<file path="config.mk">
export PLATFORM = sky130hd
export DESIGN_NAME = modular_recurrence_matrix_power_core
export DESIGN_NICKNAME = d
export VERILOG_FILES = /design/src/rtl/core/mrmp_pkg.sv /design/src/rtl/core/mrmp_mulmod.sv /design/src/rtl/core/modular_recurrence_matrix_power_core.sv
export SDC_FILE = /design/constraint.sdc
export NUM_CORES = 1
export LEC_CHECK = 0
export BUFFER_PORTS_ARGS = -buffer_cell sky130_fd_sc_hd__buf_4
export CAP_MARGIN = 25
export CORE_ASPECT_RATIO = 1.5
export CORE_MARGIN = 2
export CORE_UTILIZATION = 50
export CTS_CLUSTER_SIZE = 25
export DETAILED_ROUTE_END_ITERATION = 16
export PLACE_DENSITY_LB_ADDON = 0.25
export SYNTH_ARGS = -nofsm -noshare
export SYNTH_HDL_FRONTEND = slang
export SYNTH_SLANG_ARGS = --single-unit
</file>
<file path="constraint.sdc">
create_clock -name clk -period 43 [get_ports clk]
set_clock_uncertainty 0.1 [all_clocks]
set_input_delay 8.6 -clock clk [delete_from_list [all_inputs] [get_ports clk]]
set_output_delay 8.6 -clock clk [all_outputs]
set_load 0.005 [all_outputs]
</file>
<file path="src/rtl/core/mrmp_pkg.sv">
// Shared constants and types for the modular recurrence matrix power core.
`default_nettype none
package mrmp_pkg;
  localparam int unsigned RES_W = 30;
  localparam int unsigned SYM_W = 63;
  localparam logic [RES_W-1:0] PRIME = 30'd1000000007;
  localparam logic [RES_W-1:0] PRIME_M1 = 30'd1000000006;
  typedef logic [RES_W-1:0] residue_t;

  // (a + b) mod P for a, b < P
  function automatic residue_t mod_add(input residue_t a, input residue_t b);
    logic [RES_W:0] s;
    logic [RES_W:0] d;
    begin
      s = {1'b0, a} + {1'b0, b};
      d = s - {1'b0, PRIME};
      mod_add = d[RES_W] ? s[RES_W-1:0] : d[RES_W-1:0];
    end
  endfunction

  // (2a + bit) mod P for a < P
  function automatic residue_t mod_dbl(input residue_t a, input logic b);
    logic [RES_W:0] s;
    logic [RES_W:0] d;
    begin
      s = {a, b};
      d = s - {1'b0, PRIME};
      mod_dbl = d[RES_W] ? s[RES_W-1:0] : d[RES_W-1:0];
    end
  endfunction
endpackage
`default_nettype wire

</file>
<file path="src/rtl/core/mrmp_mulmod.sv">
// Bit-serial modular multiplier: one multiplier bit per cycle, MSB first.
`default_nettype none
module mrmp_mulmod
  import mrmp_pkg::*;
(
  input  wire logic     clk,
  input  wire logic     rst,
  input  wire logic     go,
  input  wire residue_t a,
  input  wire residue_t b,
  output logic          done,
  output residue_t      p
);
  residue_t acc;
  residue_t mb;
  residue_t ma;
  logic [4:0] cnt;
  logic run;

  always_ff @(posedge clk) begin
    if (rst) begin
      run <= 1'b0;
      done <= 1'b0;
    end else begin
      done <= 1'b0;
      if (go) begin
        run <= 1'b1;
        cnt <= 5'(RES_W - 1);
        acc <= '0;
        ma <= a;
        mb <= b;
      end else if (run) begin
        mb <= {mb[RES_W-2:0], 1'b0};
        if (cnt == 5'd0) begin
          run <= 1'b0;
          done <= 1'b1;
          p <= mod_add(mod_dbl(acc, 1'b0), mb[RES_W-1] ? ma : '0);
        end else begin
          acc <= mod_add(mod_dbl(acc, 1'b0), mb[RES_W-1] ? ma : '0);
          cnt <= cnt - 5'd1;
        end
      end
    end
  end
endmodule
`default_nettype wire

</file>
<file path="src/rtl/core/modular_recurrence_matrix_power_core.sv">
// Top level: sequencer for the 2x2 modular matrix power recurrence.
`default_nettype none
// Takes one item (length, symbols) when start is high and busy is low, and
// returns count = a(n) mod 1000000007 in the first cycle in which busy is low
// again, flagged by done for that single cycle; the receiver cannot stall, so
// the result must be captured on that cycle. Symbols is reduced bit-serially,
// one input bit per cycle. All products go through one bit-serial modular
// multiplier. For n >= 3 every exponent bit of n-2 costs a bit test, one
// matrix square (8 products) and, for a one bit, one matrix product (8
// products); one more bit test ends the loop. The square of m and the final
// combine cost 3 products. With LENGTH_BITS = 63 the exponent has at most
// 63 bits, at most 62 of them ones.
module modular_recurrence_matrix_power_core
  import mrmp_pkg::*;
#(
  parameter int unsigned LENGTH_BITS = 63
) (
  input  wire logic                   clk,
  input  wire logic                   rst,
  input  wire logic                   start,
  input  wire logic [LENGTH_BITS-1:0] length,
  input  wire logic [SYM_W-1:0]       symbols,
  output logic                        busy,
  output logic                        done,
  output logic [RES_W-1:0]            count
);
  localparam logic [3:0] S_IDLE = 4'd0;
  localparam logic [3:0] S_RED  = 4'd1;
  localparam logic [3:0] S_MSQ  = 4'd2;
  localparam logic [3:0] S_BIT  = 4'd3;
  localparam logic [3:0] S_MUL  = 4'd4;
  localparam logic [3:0] S_SQR  = 4'd5;
  localparam logic [3:0] S_FIN  = 4'd6;
  localparam logic [3:0] S_OUT  = 4'd7;
  localparam int unsigned CW = $clog2(SYM_W + 1);

  logic [3:0] state;
  logic [SYM_W-1:0] sym_sh;
  logic [CW-1:0] bcnt;
  logic [LENGTH_BITS-1:0] e;
  logic [LENGTH_BITS-1:0] n;
  residue_t m, msq, t0;
  residue_t c00, c01, c10, c11; // accumulator
  residue_t b00, b01, b10, b11; // base
  residue_t r00, r01, r10, r11;
  logic [2:0] k;       // product index within a matrix multiply
  logic wait_mul;
  logic go;
  residue_t ma, mb, mp;
  logic mdone;

  mrmp_mulmod u_mul (
    .clk(clk), .rst(rst), .go(go), .a(ma), .b(mb), .done(mdone), .p(mp)
  );

  // Left operand rows: accumulator for multiply, base for square.
  residue_t l0, l1, q0, q1;
  always_comb begin
    residue_t p00, p01, p10, p11;
    p00 = (state == S_MUL) ? c00 : b00;
    p01 = (state == S_MUL) ? c01 : b01;
    p10 = (state == S_MUL) ? c10 : b10;
    p11 = (state == S_MUL) ? c11 : b11;
    // product k: row k[2], col k[1], term k[0]
    l0 = k[2] ? p10 : p00;
    l1 = k[2] ? p11 : p01;
    q0 = k[1] ? b01 : b00;
    q1 = k[1] ? b11 : b10;
    ma = '0;
    mb = '0;
    unique case (state)
      S_MSQ: begin
        ma = m;
        mb = m;
      end
      S_FIN: begin
        ma = k[0] ? c01 : c00;
        mb = k[0] ? m : msq;
      end
      default: begin
        ma = k[0] ? l1 : l0;
        mb = k[0] ? q1 : q0;
      end
    endcase
  end

  assign busy = (state != S_IDLE);

  always_ff @(posedge clk) begin
    if (rst) begin
      state <= S_IDLE;
      done <= 1'b0;
      go <= 1'b0;
      wait_mul <= 1'b0;
    end else begin
      done <= 1'b0;
      go <= 1'b0;
      unique case (state)
        S_IDLE: begin
          if (start) begin
            n <= length;
            sym_sh <= symbols;
            m <= '0;
            bcnt <= CW'(SYM_W);
            state <= S_RED;
          end
        end
        S_RED: begin
          // Horner reduction, one input bit per cycle
          m <= mod_dbl(m, sym_sh[SYM_W-1]);
          sym_sh <= {sym_sh[SYM_W-2:0], 1'b0};
          bcnt <= bcnt - CW'(1);
          if (bcnt == CW'(1)) begin
            state <= S_MSQ;
            go <= 1'b1;
            wait_mul <= 1'b1;
          end
        end
        S_MSQ: begin
          if (mdone) begin
            msq <= mp;
            wait_mul <= 1'b0;
            if (n == LENGTH_BITS'(1)) begin
              count <= m;
              state <= S_OUT;
            end else if (n <= LENGTH_BITS'(2)) begin
              count <= mp;
              state <= S_OUT;
            end else begin
              e <= n - LENGTH_BITS'(2);
              c00 <= residue_t'(1); c01 <= '0; c10 <= '0; c11 <= residue_t'(1);
              b00 <= (m == '0) ? PRIME_M1 : m - residue_t'(1);
              b01 <= (m == '0) ? PRIME_M1 : m - residue_t'(1);
              b10 <= residue_t'(1); b11 <= '0;
              state <= S_BIT;
            end
          end
        end
        S_BIT: begin
          k <= '0;
          go <= 1'b1;
          wait_mul <= 1'b1;
          if (e == '0) begin
            state <= S_FIN;
          end else if (e[0]) begin
            state <= S_MUL;
          end else begin
            state <= S_SQR;
          end
        end
        S_MUL, S_SQR: begin
          if (mdone) begin
            if (!k[0]) begin
              t0 <= mp;
            end else begin
              unique case (k[2:1])
                2'd0: r00 <= mod_add(t0, mp);
                2'd1: r01 <= mod_add(t0, mp);
                2'd2: r10 <= mod_add(t0, mp);
                default: r11 <= mod_add(t0, mp);
              endcase
            end
            if (k == 3'd7) begin
              if (state == S_MUL) begin
                // square follows at once, multiplier stays claimed
                c00 <= r00; c01 <= r01; c10 <= r10; c11 <= mod_add(t0, mp);
                state <= S_SQR;
                k <= '0;
                go <= 1'b1;
              end else begin
                wait_mul <= 1'b0;
                b00 <= r00; b01 <= r01; b10 <= r10; b11 <= mod_add(t0, mp);
                e <= e >> 1;
                state <= S_BIT;
              end
            end else begin
              k <= k + 3'd1;
              go <= 1'b1;
            end
          end
        end
        S_FIN: begin
          if (mdone) begin
            if (!k[0]) begin
              t0 <= mp;
              k <= 3'd1;
              go <= 1'b1;
            end else begin
              wait_mul <= 1'b0;
              count <= mod_add(t0, mp);
              state <= S_OUT;
            end
          end
        end
        S_OUT: begin
          done <= 1'b1;
          state <= S_IDLE;
        end
        default: state <= S_IDLE;
      endcase
    end
  end

  a_done_idle: assert property (@(posedge clk) disable iff (rst)
    done |-> (state == S_IDLE)) else $error("done outside idle");
  a_out_range: assert property (@(posedge clk) disable iff (rst)
    done |-> (count < PRIME)) else $error("count not reduced");
  a_mul_wait: assert property (@(posedge clk) disable iff (rst)
    mdone |-> wait_mul) else $error("stray multiplier result");
endmodule
`default_nettype wire
</file>
==> results.toml <==
[floorplan]
dieWidth_um = 237
start_util = 0.503
dieHeight_um = 353
num_rows = 128
core_um2 = 80900
io_pins = 161
die-area_um2 = 83700

[synth]
syn-mean-instance-area_um2 = 11.7
yosysTopAreaCellShare = 0.571
yosysWarnings = 0
synth-main-ff-cell = "edfxtp_1"
post_synth_num_cell_types = 86
ys_ff_latch = 780
syn_area_um2 = 40700
ys_seq_area_frac = 0.574
synth-async-reset-ratio = 0
synth_fp_nets = 3670
syn_inst = 3464
synth_area_leaders = "edfxtp_1 (57%), mux4_2 (5.0%), nand2_1 (4.4%), xnor2_1 (3.1%), and2_1 (2.4%)"
synth_edf_count = 773
yosysTopAreaCell = "edfxtp_1"

[route]
drc_errors = 0
firstDrtPassIters = 6
first_iter_violations = 2022
routed_via_density = 5.86
vias = 27224
ant_nets = 0
wl_per_cell_um = 21.5
drt-total-wl_mm = 99.8

[clock_network]
clk_path_buf_depth = 3
cts.sink_count = 780
cts_tree = "built"
cts_buffers = 76
htree_levels = 3
clk_pin_slew_ns = 0.06
root_buffer = "clkbuf_16"
postCtsSetupBuffers = 0
hold_buffers = 0
clk_latency_ns = 0.64
cts_resized = 0

[sta]
min_period_ns = 10.60
worst_slew_pin_slew_ns = 1.01
relSlewSlack = 0.328
min_period_over_period = 0.246
hold_violations = 0
setup-tns-final_ns = 0
max_freq_mhz = 94.4
grt_setup_unrepaired = "false"
final_max_slew_viol_count = 0
setup_viol = 0

[layout]
fin_nets = 3756
final_common_cell = "edfxtp_1"
stdcell_area_um2 = 45200
top_regs = "e x63, n x63, sym_sh x63"
nFillCells = 6715
drive_gt1_frac = 0.137
area_growth_pct = 11.2
final_cell_mix = "edfxtp_1 (773), nand2_1 (478), nor2_1 (240), buf_4 (205), o21ai_0 (169)"

[global_route]
grt_max_degree = 117
grt-ovfl-total = 0
grt_usage = 0.242
antenna_found_initial = 2
grt_pass1_wl_mm = 155
grt_pass1_vias = 27668

[placement]
gp_congestion = 0.943
placed_cell_area_um2 = 42900
port-buffer-count = 160
dp_hpwl_mm = 70.6

[worst_setup_path]
cp_max_fo = 63
critPathCaptureType = "flip-flop"
critical_path_arrival_ns = 10.74
required_ns = 43.15
startpoint_type = "primary input"
crit_type = "primary input to flip-flop"

[min_path]
hp-class = "flip-flop to flip-flop"

[job]
cap_violations = 0

[power]
leakage_uw = 0.0158
peakVddDrop_mv = 0.0413
p_per_area_nw_per_um2 = 49.3

[run_status]
status = "complete, no violations"
==> kinds of logic after synthesis <==
logic type                 count (synthesis)  synth area share
and+or+nand+nor                         1295             0.155
DFF                                      780             0.574
muxes                                    170            0.0695
AOI/OAI and AO/OA                        634             0.101
buffers and inverters                    276            0.0264
adders and majority gates                 77            0.0241
xor gates and xnor gates                 232            0.0500
==> worst paths after layout <==
path / cells past startpoint / from / to / slack [ns]
max: 5 / rst / e[47] / 32.40
min: 2 / sym_sh[35] / sym_sh[36] / 0.41
max reg2reg: 25 / u_mul.acc[5] / u_mul.acc[18] / 33.76
min reg2reg: 2 / sym_sh[35] / sym_sh[36] / 0.41
==> critical path, cell delays in order <==
cell	delay [ns]
buf_4	0.21
nor3_1	0.29
a21boi_4	0.22
buf_4	0.59
buf_4	0.73
==> cell type report <==
cell class / count / area [um2] / share of cell area
clock buffers: 94 / 2010 / 0.0445
well taps: 1040 / 1300 / 0.0288
flip-flops and latches: 780 / 23400 / 0.516
diodes: 1 / 2.50 / 0.0000553
clock inverters: 40 / 258 / 0.00570
inverters: 74 / 278 / 0.00614
multi-input cells: 2408 / 16400 / 0.363
repair buffers: 210 / 1620 / 0.0359
==> cells in the mapped netlist (all sizes together) (6+ instances only) <==
cell type and n:
nand4 19, xor2 88, and3 21, o21a 28
nand4b 6, and4 7, nor4 58, a21o 47
a211o 6, nor2b 43, a21oi 137, nor3b 9
or3 28, o211ai 41, nand2 478, o21bai 13
nand2b 24, o22ai 14, a311o 9, mux4 90
clkbuf 163, buf 39, nand3b 8, a31oi 12
or4 11, nor3 73, xnor2 144, a211oi 72
dfxtp 7, nand3 55, nor2 247, o31ai 27
inv 73, nor4b 7, ha 75, edfxtp 773
o21ai 175, o31a 7, mux2i 79, or2 40
and2 156
==> where the power goes <==
part           leakage, uW  total, uW  switching [uW]  internal, uW
clock network      0.00111        626             282           344
registers          0.00721       1070            76.9           994
logic              0.00748        532             333           199
==> per-layer routing <==
| layer | wire, um | up-vias | track usage | share of wire |
|---|---|---|---|---|
| met3 | 5290 | 250 | 0.0260 | 0.053 |
| met5 | 0 | - | 0 | 0 |
| met4 | 4860 | 0 | 0.121 | 0.049 |
| met2 | 52500 | 863 | 0.441 | 0.53 |
| met1 | 37200 | 13155 | 0.281 | 0.37 |
| li1 | - | 12956 | - | - |
==> stage by stage <==
stage,power (uW),util,instances,worst slack [ns],hold slack [ns]
after global routing,2340,0.559,4646,32.29,0.410
final,2230,0.559,4647,32.40,0.406
after floorplan,1470,-,3464,19.90,0.365
after detailed placement,1610,0.531,4509,31.77,0.392
after global placement,1600,0.530,4508,31.78,0.380
after CTS,2240,0.559,4643,32.42,0.407
Power figures use the tool's default switching activity.
